$ cat src/hw/rtl/tmqos_pkg.sv
package tmqos_pkg;

    localparam int OP_W     = 2;
    localparam int TIME_W   = 63;
    localparam int BYTES_W  = 24;
    localparam int STAMP_W  = 64;
    localparam int GAP_W    = 24;
    localparam int WIN_W    = 24;
    localparam int THR_W    = 16;
    localparam int HOLD_W   = 32;
    localparam int CFG_W    = 32;
    localparam int CFG_IX_W = 2;
    localparam int TSUM_W   = 25;
    localparam int BSUM_W   = 48;
    localparam int TP_W     = 16;
    localparam int QUOT_W   = 17;
    localparam int DVD_W    = QUOT_W + TSUM_W;
    localparam int MUL_W    = 20;
    localparam int PROD_W   = QUOT_W + MUL_W;
    localparam int MB_SHIFT = 20;

    localparam logic [MUL_W-1:0]  US_PER_S = MUL_W'(1000000);
    localparam logic [QUOT_W-1:0] QUOT_SAT = QUOT_W'(68720);

    localparam logic [GAP_W-1:0]  GAP_LIMIT_RST = GAP_W'(500000);
    localparam logic [WIN_W-1:0]  WINDOW_RST    = WIN_W'(1000000);
    localparam logic [THR_W-1:0]  THRESHOLD_RST = THR_W'(60);
    localparam logic [HOLD_W-1:0] HOLD_RST      = HOLD_W'(2000000);

    localparam logic [CFG_IX_W-1:0] CFG_GAP_LIMIT = 2'd0;
    localparam logic [CFG_IX_W-1:0] CFG_WINDOW    = 2'd1;
    localparam logic [CFG_IX_W-1:0] CFG_THRESHOLD = 2'd2;
    localparam logic [CFG_IX_W-1:0] CFG_HOLD      = 2'd3;

    typedef enum logic [OP_W-1:0] {
        OP_XFER  = 2'd0,
        OP_TICK  = 2'd1,
        OP_OPEN  = 2'd2,
        OP_CLOSE = 2'd3
    } op_t;

    typedef struct packed {
        op_t                op;
        logic [TIME_W-1:0]  time_us;
        logic [BYTES_W-1:0] transfer_bytes;
    } item_t;

    typedef struct packed {
        logic            window_done;
        logic [TP_W-1:0] throughput_mbps;
        logic            lock_now;
        logic            unlock_now;
        logic            perf_mode;
        logic            hold_armed;
    } result_t;

endpackage

$ cat src/hw/rtl/tmqos_div.sv
module tmqos_div (
    input  logic                             clk,
    input  logic                             rst_n,
    input  logic                             start,
    input  logic [tmqos_pkg::DVD_W-1:0]      dividend,
    input  logic [tmqos_pkg::TSUM_W-1:0]     divisor,
    output logic [tmqos_pkg::QUOT_W-1:0]     quotient,
    output logic                             done
);

    localparam int CNT_W = $clog2(tmqos_pkg::QUOT_W);

    logic [tmqos_pkg::TSUM_W-1:0] rem_reg, rem_next;
    logic [tmqos_pkg::TSUM_W-1:0] dvsr_reg, dvsr_next;
    logic [tmqos_pkg::QUOT_W-1:0] dq_reg, dq_next;
    logic [CNT_W-1:0]             cnt_reg, cnt_next;
    logic                         busy_reg, busy_next;
    logic                         done_reg, done_next;

    logic [tmqos_pkg::TSUM_W:0]   rem_shift;
    logic [tmqos_pkg::TSUM_W:0]   rem_sub;
    logic                         fits;

    assign rem_shift = {rem_reg, dq_reg[tmqos_pkg::QUOT_W-1]};
    assign rem_sub   = rem_shift - {1'b0, dvsr_reg};
    assign fits      = rem_shift >= {1'b0, dvsr_reg};

    always_comb
    begin
        rem_next  = rem_reg;
        dvsr_next = dvsr_reg;
        dq_next   = dq_reg;
        cnt_next  = cnt_reg;
        busy_next = busy_reg;
        done_next = 1'b0;
        if (start)
        begin
            rem_next  = dividend[tmqos_pkg::DVD_W-1:tmqos_pkg::QUOT_W];
            dq_next   = dividend[tmqos_pkg::QUOT_W-1:0];
            dvsr_next = divisor;
            cnt_next  = '0;
            busy_next = 1'b1;
        end
        else if (busy_reg)
        begin
            rem_next = fits ? rem_sub[tmqos_pkg::TSUM_W-1:0]
                            : rem_shift[tmqos_pkg::TSUM_W-1:0];
            dq_next  = {dq_reg[tmqos_pkg::QUOT_W-2:0], fits};
            cnt_next = cnt_reg + CNT_W'(1);
            if (cnt_reg == CNT_W'(tmqos_pkg::QUOT_W - 1))
            begin
                busy_next = 1'b0;
                done_next = 1'b1;
            end
        end
    end

    always_ff @(posedge clk or negedge rst_n)
    begin
        if (!rst_n)
        begin
            cnt_reg  <= '0;
            busy_reg <= 1'b0;
            done_reg <= 1'b0;
        end
        else
        begin
            cnt_reg  <= cnt_next;
            busy_reg <= busy_next;
            done_reg <= done_next;
        end
    end

    always_ff @(posedge clk)
    begin
        rem_reg  <= rem_next;
        dvsr_reg <= dvsr_next;
        dq_reg   <= dq_next;
    end

    assign quotient = dq_reg;
    assign done     = done_reg;

endmodule

$ cat src/hw/rtl/throughput_monitor_qos_lock_unit.sv
// channel   direction  handshake                 payload
// item      in         item_valid / item_ready   item   (op, time_us, transfer_bytes)
// result    out        result_valid / result_ready result (one transaction per item)
// cfg       in         cfg_we                    cfg_index, cfg_data
//
// A close, an open or a tick passes through CHECK and FINISH; a transfer passes
// through CHECK, GAP and, unless the gap is too long, SUM, and when it closes a
// window also DIV, SCALE and LOCK (LOCK straight after SUM when the quotient is
// out of range), before FINISH; the bit-serial divider makes one quotient bit per cycle.
// A new item is accepted once the previous one has its result registered.
// A stalled result holds in the output register; a finished item waits for it.
// Reset is asynchronous, active low, and restores the register defaults.
module throughput_monitor_qos_lock_unit (
    input  logic                               clk,
    input  logic                               rst_n,
    input  logic                               item_valid,
    output logic                               item_ready,
    input  tmqos_pkg::item_t                   item,
    output logic                               result_valid,
    input  logic                               result_ready,
    output tmqos_pkg::result_t                 result,
    input  logic                               cfg_we,
    input  logic [tmqos_pkg::CFG_IX_W-1:0]     cfg_index,
    input  logic [tmqos_pkg::CFG_W-1:0]        cfg_data
);

    typedef enum logic [7:0] {
        ST_IDLE   = 8'b0000_0001,
        ST_CHECK  = 8'b0000_0010,
        ST_GAP    = 8'b0000_0100,
        ST_SUM    = 8'b0000_1000,
        ST_DIV    = 8'b0001_0000,
        ST_SCALE  = 8'b0010_0000,
        ST_LOCK   = 8'b0100_0000,
        ST_FINISH = 8'b1000_0000
    } state_t;

    state_t state_reg, state_next;

    tmqos_pkg::op_t                    op_reg;
    logic [tmqos_pkg::TIME_W-1:0]      now_reg;
    logic [tmqos_pkg::BYTES_W-1:0]     bytes_reg;

    logic [tmqos_pkg::TIME_W-1:0]      last_stamp_reg, last_stamp_next;
    logic [tmqos_pkg::TSUM_W-1:0]      time_sum_reg, time_sum_next;
    logic [tmqos_pkg::BSUM_W-1:0]      byte_sum_reg, byte_sum_next;
    logic                              armed_reg, armed_next;
    logic [tmqos_pkg::STAMP_W-1:0]     deadline_reg, deadline_next;
    logic                              mode_reg, mode_next;

    logic                              done_reg, done_next;
    logic [tmqos_pkg::TP_W-1:0]        tp_reg, tp_next;
    logic                              lock_reg, lock_next;
    logic                              unlock_reg, unlock_next;

    tmqos_pkg::result_t                result_reg, result_next;
    logic                              result_valid_reg, result_valid_next;

    logic [tmqos_pkg::GAP_W-1:0]       gap_limit_reg;
    logic [tmqos_pkg::WIN_W-1:0]       window_reg;
    logic [tmqos_pkg::THR_W-1:0]       threshold_reg;
    logic [tmqos_pkg::HOLD_W-1:0]      hold_reg;

    logic [tmqos_pkg::STAMP_W-1:0]     now_ext;
    logic                              deadline_hit;
    logic [tmqos_pkg::STAMP_W-1:0]     delta;
    logic                              gap_ok;
    logic [tmqos_pkg::BSUM_W:0]        bsum_add;
    logic                              win_over;
    logic                              q_big;
    logic [tmqos_pkg::STAMP_W-1:0]     deadline_new;

    logic                              div_start;
    logic [tmqos_pkg::QUOT_W-1:0]      quotient;
    logic                              div_done;
    logic [tmqos_pkg::PROD_W-1:0]      prod;
    logic [tmqos_pkg::TP_W-1:0]        scaled;

    assign now_ext      = {1'b0, now_reg};
    assign deadline_hit = armed_reg && (now_ext >= deadline_reg);
    assign delta        = now_ext - {1'b0, last_stamp_reg};
    assign gap_ok       = delta <= tmqos_pkg::STAMP_W'(gap_limit_reg);
    assign bsum_add     = {1'b0, byte_sum_reg} + (tmqos_pkg::BSUM_W + 1)'(bytes_reg);
    assign win_over     = time_sum_reg > tmqos_pkg::TSUM_W'(window_reg);
    assign q_big        = byte_sum_reg >=
                          tmqos_pkg::BSUM_W'({time_sum_reg, {tmqos_pkg::QUOT_W{1'b0}}});
    assign deadline_new = now_ext + tmqos_pkg::STAMP_W'(hold_reg);

    assign prod   = tmqos_pkg::PROD_W'(quotient) * tmqos_pkg::PROD_W'(tmqos_pkg::US_PER_S);
    assign scaled = (quotient >= tmqos_pkg::QUOT_SAT) ? '1
                  : prod[tmqos_pkg::MB_SHIFT+tmqos_pkg::TP_W-1:tmqos_pkg::MB_SHIFT];

    assign div_start = (state_reg == ST_SUM) && win_over && !q_big;

    tmqos_div u_div (
        .clk      (clk),
        .rst_n    (rst_n),
        .start    (div_start),
        .dividend (byte_sum_reg[tmqos_pkg::DVD_W-1:0]),
        .divisor  (time_sum_reg),
        .quotient (quotient),
        .done     (div_done)
    );

    assign item_ready = (state_reg == ST_IDLE);

    always_comb
    begin
        state_next        = state_reg;
        last_stamp_next   = last_stamp_reg;
        time_sum_next     = time_sum_reg;
        byte_sum_next     = byte_sum_reg;
        armed_next        = armed_reg;
        deadline_next     = deadline_reg;
        mode_next         = mode_reg;
        done_next         = done_reg;
        tp_next           = tp_reg;
        lock_next         = lock_reg;
        unlock_next       = unlock_reg;
        result_next       = result_reg;
        result_valid_next = result_valid_reg;

        if (result_valid_reg && result_ready)
        begin
            result_valid_next = 1'b0;
        end

        unique case (state_reg)
            ST_IDLE:
            begin
                if (item_valid)
                begin
                    done_next   = 1'b0;
                    tp_next     = '0;
                    lock_next   = 1'b0;
                    unlock_next = 1'b0;
                    state_next  = ST_CHECK;
                end
            end
            ST_CHECK:
            begin
                state_next = ST_FINISH;
                unique case (op_reg)
                    tmqos_pkg::OP_XFER,
                    tmqos_pkg::OP_TICK:
                    begin
                        if (deadline_hit)
                        begin
                            armed_next  = 1'b0;
                            mode_next   = 1'b0;
                            unlock_next = 1'b1;
                        end
                        if (op_reg == tmqos_pkg::OP_XFER)
                        begin
                            state_next = ST_GAP;
                        end
                    end
                    tmqos_pkg::OP_OPEN:
                    begin
                        time_sum_next   = '0;
                        byte_sum_next   = '0;
                        last_stamp_next = '0;
                    end
                    tmqos_pkg::OP_CLOSE:
                    begin
                        armed_next = 1'b0;
                    end
                endcase
            end
            ST_GAP:
            begin
                last_stamp_next = now_reg;
                if (gap_ok)
                begin
                    time_sum_next = time_sum_reg
                                  + tmqos_pkg::TSUM_W'(delta[tmqos_pkg::GAP_W-1:0]);
                    byte_sum_next = bsum_add[tmqos_pkg::BSUM_W] ? '1
                                  : bsum_add[tmqos_pkg::BSUM_W-1:0];
                    state_next    = ST_SUM;
                end
                else
                begin
                    time_sum_next = '0;
                    byte_sum_next = '0;
                    state_next    = ST_FINISH;
                end
            end
            ST_SUM:
            begin
                if (win_over)
                begin
                    done_next = 1'b1;
                    if (q_big)
                    begin
                        tp_next    = '1;
                        state_next = ST_LOCK;
                    end
                    else
                    begin
                        state_next = ST_DIV;
                    end
                end
                else
                begin
                    state_next = ST_FINISH;
                end
            end
            ST_DIV:
            begin
                if (div_done)
                begin
                    state_next = ST_SCALE;
                end
            end
            ST_SCALE:
            begin
                tp_next    = scaled;
                state_next = ST_LOCK;
            end
            ST_LOCK:
            begin
                if (tp_reg >= threshold_reg)
                begin
                    deadline_next = deadline_new;
                    if (!armed_reg)
                    begin
                        armed_next = 1'b1;
                        mode_next  = 1'b1;
                        lock_next  = 1'b1;
                    end
                end
                time_sum_next = '0;
                byte_sum_next = '0;
                state_next    = ST_FINISH;
            end
            ST_FINISH:
            begin
                if (!result_valid_reg || result_ready)
                begin
                    result_next.window_done     = done_reg;
                    result_next.throughput_mbps = tp_reg;
                    result_next.lock_now        = lock_reg;
                    result_next.unlock_now      = unlock_reg;
                    result_next.perf_mode       = mode_reg;
                    result_next.hold_armed      = armed_reg;
                    result_valid_next           = 1'b1;
                    state_next                  = ST_IDLE;
                end
            end
            default:
            begin
                state_next = ST_IDLE;
            end
        endcase
    end

    always_ff @(posedge clk or negedge rst_n)
    begin
        if (!rst_n)
        begin
            state_reg        <= ST_IDLE;
            last_stamp_reg   <= '0;
            time_sum_reg     <= '0;
            byte_sum_reg     <= '0;
            armed_reg        <= 1'b0;
            deadline_reg     <= '0;
            mode_reg         <= 1'b0;
            result_valid_reg <= 1'b0;
        end
        else
        begin
            state_reg        <= state_next;
            last_stamp_reg   <= last_stamp_next;
            time_sum_reg     <= time_sum_next;
            byte_sum_reg     <= byte_sum_next;
            armed_reg        <= armed_next;
            deadline_reg     <= deadline_next;
            mode_reg         <= mode_next;
            result_valid_reg <= result_valid_next;
        end
    end

    always_ff @(posedge clk)
    begin
        done_reg   <= done_next;
        tp_reg     <= tp_next;
        lock_reg   <= lock_next;
        unlock_reg <= unlock_next;
        result_reg <= result_next;
        if (item_valid && item_ready)
        begin
            op_reg    <= item.op;
            now_reg   <= item.time_us;
            bytes_reg <= item.transfer_bytes;
        end
    end

    always_ff @(posedge clk or negedge rst_n)
    begin
        if (!rst_n)
        begin
            gap_limit_reg <= tmqos_pkg::GAP_LIMIT_RST;
            window_reg    <= tmqos_pkg::WINDOW_RST;
            threshold_reg <= tmqos_pkg::THRESHOLD_RST;
            hold_reg      <= tmqos_pkg::HOLD_RST;
        end
        else if (cfg_we)
        begin
            unique case (cfg_index)
                tmqos_pkg::CFG_GAP_LIMIT: gap_limit_reg <= cfg_data[tmqos_pkg::GAP_W-1:0];
                tmqos_pkg::CFG_WINDOW:    window_reg    <= cfg_data[tmqos_pkg::WIN_W-1:0];
                tmqos_pkg::CFG_THRESHOLD: threshold_reg <= cfg_data[tmqos_pkg::THR_W-1:0];
                tmqos_pkg::CFG_HOLD:      hold_reg      <= cfg_data[tmqos_pkg::HOLD_W-1:0];
            endcase
        end
    end

    assign result_valid = result_valid_reg;
    assign result       = result_reg;

endmodule
$ cat config.mk
export PLATFORM = sky130hd
export DESIGN_NAME = throughput_monitor_qos_lock_unit
export DESIGN_NICKNAME = d
export VERILOG_FILES = /design/src/hw/rtl/tmqos_pkg.sv /design/src/hw/rtl/tmqos_div.sv /design/src/hw/rtl/throughput_monitor_qos_lock_unit.sv
export SDC_FILE = /design/constraint.sdc
export NUM_CORES = 2
export LEC_CHECK = 0
export ABC_AREA = 1
export BUFFER_PORTS_ARGS = -buffer_cell sky130_fd_sc_hd__buf_2
export CORE_AREA = 4 4 268 270
export DETAILED_ROUTE_END_ITERATION = 7
export DIE_AREA = 0 0 272 274
export PLACE_DENSITY_LB_ADDON = 0.25
export SKIP_CTS_REPAIR_TIMING = 1
export SYNTH_ARGS = -nofsm -noshare
export SYNTH_HDL_FRONTEND = slang
export SYNTH_HIERARCHICAL = 1
export SYNTH_SLANG_ARGS = --single-unit
$ cat constraint.sdc
create_clock -name clk -period 10.74 [get_ports clk]
set_clock_uncertainty 0.2 [all_clocks]
set_input_delay 1.611 -clock clk [delete_from_list [all_inputs] [get_ports clk]]
set_output_delay 1.611 -clock clk [all_outputs]
set_load 0.1 [all_outputs]
==> results.json <==
{
  "status": "finished, final reports clean",
  "port_buffers": 150,
  "drcViolationCount": 0,
  "yosys_warnings": 6,
  "ys_seq_elements": 510,
  "grtUsageTotal": 0.324,
  "initial_core_util": 0.593,
  "finalSetupViolations": 0,
  "die_area_mm2": 0.0745,
  "grt-ovfl-total": 0,
  "max_freq_ghz": 0.168,
  "grt_pass1_vias": 35933,
  "grt_pass1_wl_um": 192000,
  "slew_headroom": 0.213,
  "cts-buffers-inserted": 58,
  "die_w_um": 272,
  "die_h_um": 274,
  "synthCells": 5564,
  "grt_max_degree": 162,
  "finalMaxSlewViolations": 0,
  "synth_flop_cell": "dfrtp_1",
  "std_cell_rows": 97,
  "final_util": 0.645,
  "drt_first_pass_iters": 6,
  "layout.nets": 6338,
  "dp.final_hpwl_um": 95500,
  "synth_fa_ha_area_frac": 0.165,
  "setup.worst_path.start_class": "flop",
  "hold_viol_final": 0,
  "synthSimpleGateAreaFrac": 0.246,
  "critPathTopFamily": "adder cells",
  "worst_pin_slew_ps": 1180,
  "path_max_fanout": 8,
  "postPlaceCellArea_mm2": 0.0430,
  "critical-path-max-stage-delay_ps": 590,
  "crit_type": "flop to flop",
  "dr_total_vias": 36971,
  "synthArstFlopShare": 0.616,
  "rsz0062_at_grt": "false",
  "synthXorXnorAreaFrac": 0.0306,
  "critical_path_required_ps": 10940,
  "power_density_mw_per_mm2": 179,
  "clk_path_buf_depth": 3,
  "synth_fp_nets": 6196,
  "h-tree-depth": 2,
  "syn_area_mm2": 0.0412,
  "synth_cell_types": 64,
  "antennaDiodeCount": 0,
  "ir_drop_uv": 158,
  "area_growth_pct": 8.79,
  "largest_reg_flops": 64,
  "antenna_left": 0,
  "drt_iter0_drc": 3103,
  "core_area_mm2": 0.0695,
  "critPathSlowestCell": "fa_1",
  "drive_gt1_frac": 0.0764,
  "place_congestion": 0.968,
  "hp-class": "flop to flop",
  "cp.arrival_ps": 6160,
  "clk_pin_slew_ps": 70,
  "avgSynthCellArea_um2": 7.41,
  "synth_mux_area_frac": 0.00243,
  "cts.sinks": 510,
  "power.leakage_nw": 22.4,
  "synth_top_family_by_area": "simple AND/OR/NAND/NOR gates",
  "critPathCaptureType": "flop",
  "final_area_mm2": 0.0449,
  "viasPerCell": 5.52,
  "synth_edf_count": 196,
  "detail_route.wl_per_cell_um": 18.0,
  "cts_tree": "yes",
  "clk_latency_ps": 650,
  "synth_compound_area_frac": 0.119,
  "fin_crit_ps": 5960,
  "io_pins": 151,
  "cp_cell_sequence": "fa_1 -> inv_1 -> fa_1 -> inv_1 -> fa_1 -> inv_1 -> fa_1 -> inv_1 -> ha_1 -> fa_1 -> ha_1 -> nand2_1 -> nor2_1 -> nand4_1 -> or2_2 -> nand2_1 -> nand2_1 -> o211ai_1 -> nand3_1 -> nand3_1 -> nand2_1 -> o21ai_0 -> inv_1",
  "totalWireLength_um": 121000,
  "drv_cap": 0,
  "cts_root_buffer": "clkbuf_16",
  "cp_num_buf_inv": 5,
  "total_power_mw": 8.01,
  "antenna_found_initial": 2,
  "post-route-period-util": 0.555,
  "ys_seq_area_frac": 0.334,
  "tns_ps": 0
}
[cells in the mapped netlist, types with 65 or more instances]
library cell / instances / area [um^2]
nor3_1: 65 / 325
nand4_1: 115 / 719
nand3_1: 227 / 1140
nand2_1: 1563 / 5870
a21oi_1: 295 / 1480
xor2_1: 86 / 753
o21ai_0: 331 / 1660
ha_1: 440 / 5510
edfxtp_1: 196 / 5890
dfrtp_1: 288 / 7210
inv_1: 988 / 3710
nor2_1: 344 / 1290
[path summary, 6_finish.rpt]
kind | start | to | slack, ps | cells past startpoint
max reg2reg | u_div/quotient[1] | tp_reg[14] | 4780 | 23
max in group asynchronous | rst_n | deadline_reg[34] | 8100 | 2
max | u_div/quotient[1] | tp_reg[14] | 4780 | 23
min | lock_reg | result[3] | 230 | 0
min in group asynchronous | rst_n | byte_sum_reg[2] | 750 | 1
min reg2reg | lock_reg | result[3] | 230 | 0
[final cells by class]
type / instances / area [um^2]
fillers: 6270 / 24700
inverters: 1021 / 3830
repair buffers: 175 / 961
multi-input cells: 3940 / 23200
well taps: 940 / 1180
clock inverters: 29 / 265
clock buffers: 81 / 1620
flip-flops and latches: 510 / 13800
[cells in the final DEF, fill, tap and decap left out, types with 12 or more instances in the layout]
cell type	netlist	layout
nand2_1	1563	1561
inv_1	988	987
ha_1	440	440
nor2_1	344	342
o21ai_0	331	331
a21oi_1	295	295
dfrtp_1	288	288
nand3_1	227	226
edfxtp_1	196	196
buf_2	18	149
nand4_1	115	115
xor2_1	86	86
nor3_1	65	65
fa_1	64	64
clkbuf_16	0	59
xnor2_1	58	58
o21ai_2	50	50
nor4_1	29	29
o22ai_1	29	29
inv_2	26	28
a31oi_1	27	27
o21a_1	26	26
o21bai_1	26	26
dfstp_2	26	26
buf_4	2	24
a21o_1	18	18
nor2_2	18	18
clkbuf_1	62	16
nand3b_1	15	15
clkinv_1	7	15
or2_2	12	12
[through the flow]
step / setup slack, ps / std cells / hold slack, ps
after floorplan: 4660 / 5564 / 200
after detailed placement: 4770 / 6586 / 218
after global placement: 4830 / 6586 / 209
after CTS: 4760 / 6696 / 232
final: 4780 / 6696 / 229
after global routing: 4430 / 6696 / 254
[where the power goes]
group | internal (mW) | leakage (nW) | switching (mW) | total (mW)
registers | 2.33 | 6.02 | 0.238 | 2.57
clock network | 1.11 | 0.917 | 0.855 | 1.96
logic | 1.11 | 15.5 | 2.37 | 3.48
[worst reg2reg max path, stage by stage (launching register included)]
cell,delay (ps)
edfxtp_1,550
fa_1,590
inv_1,60
fa_1,540
inv_1,60
fa_1,530
inv_1,50
fa_1,500
inv_1,50
ha_1,310
fa_1,470
ha_1,370
nand2_1,120
nor2_1,140
nand4_1,90
or2_2,310
nand2_1,80
nand2_1,50
o211ai_1,190
nand3_1,160
nand3_1,100
nand2_1,50
o21ai_0,140
inv_1,60
[per-layer routing]
metal,track usage,vias to the layer above,share of wire,wire length [um]
met2,0.545,1144,0.47,56400
met3,0.0432,253,0.064,7700
li1,-,18298,-,-
met5,0,-,0.00011,13
met1,0.432,17274,0.43,52000
met4,0.114,2,0.039,4690
[kinds of logic (layout without fill, tap and decap cells)]
| family | after synthesis | after routing |
|---|---|---|
| flip-flops | 510 | 510 |
| AO/OA/AOI/OAI | 859 | 859 |
| AND/OR/NAND/NOR | 2424 | 2424 |
| adder cells (fa/ha/maj) | 504 | 504 |
| multiplexers | 9 | 9 |
| buffers and inverters | 1114 | 1306 |
| XOR/XNOR | 144 | 144 |
No activity file was read; power rests on OpenSTA's default activity.
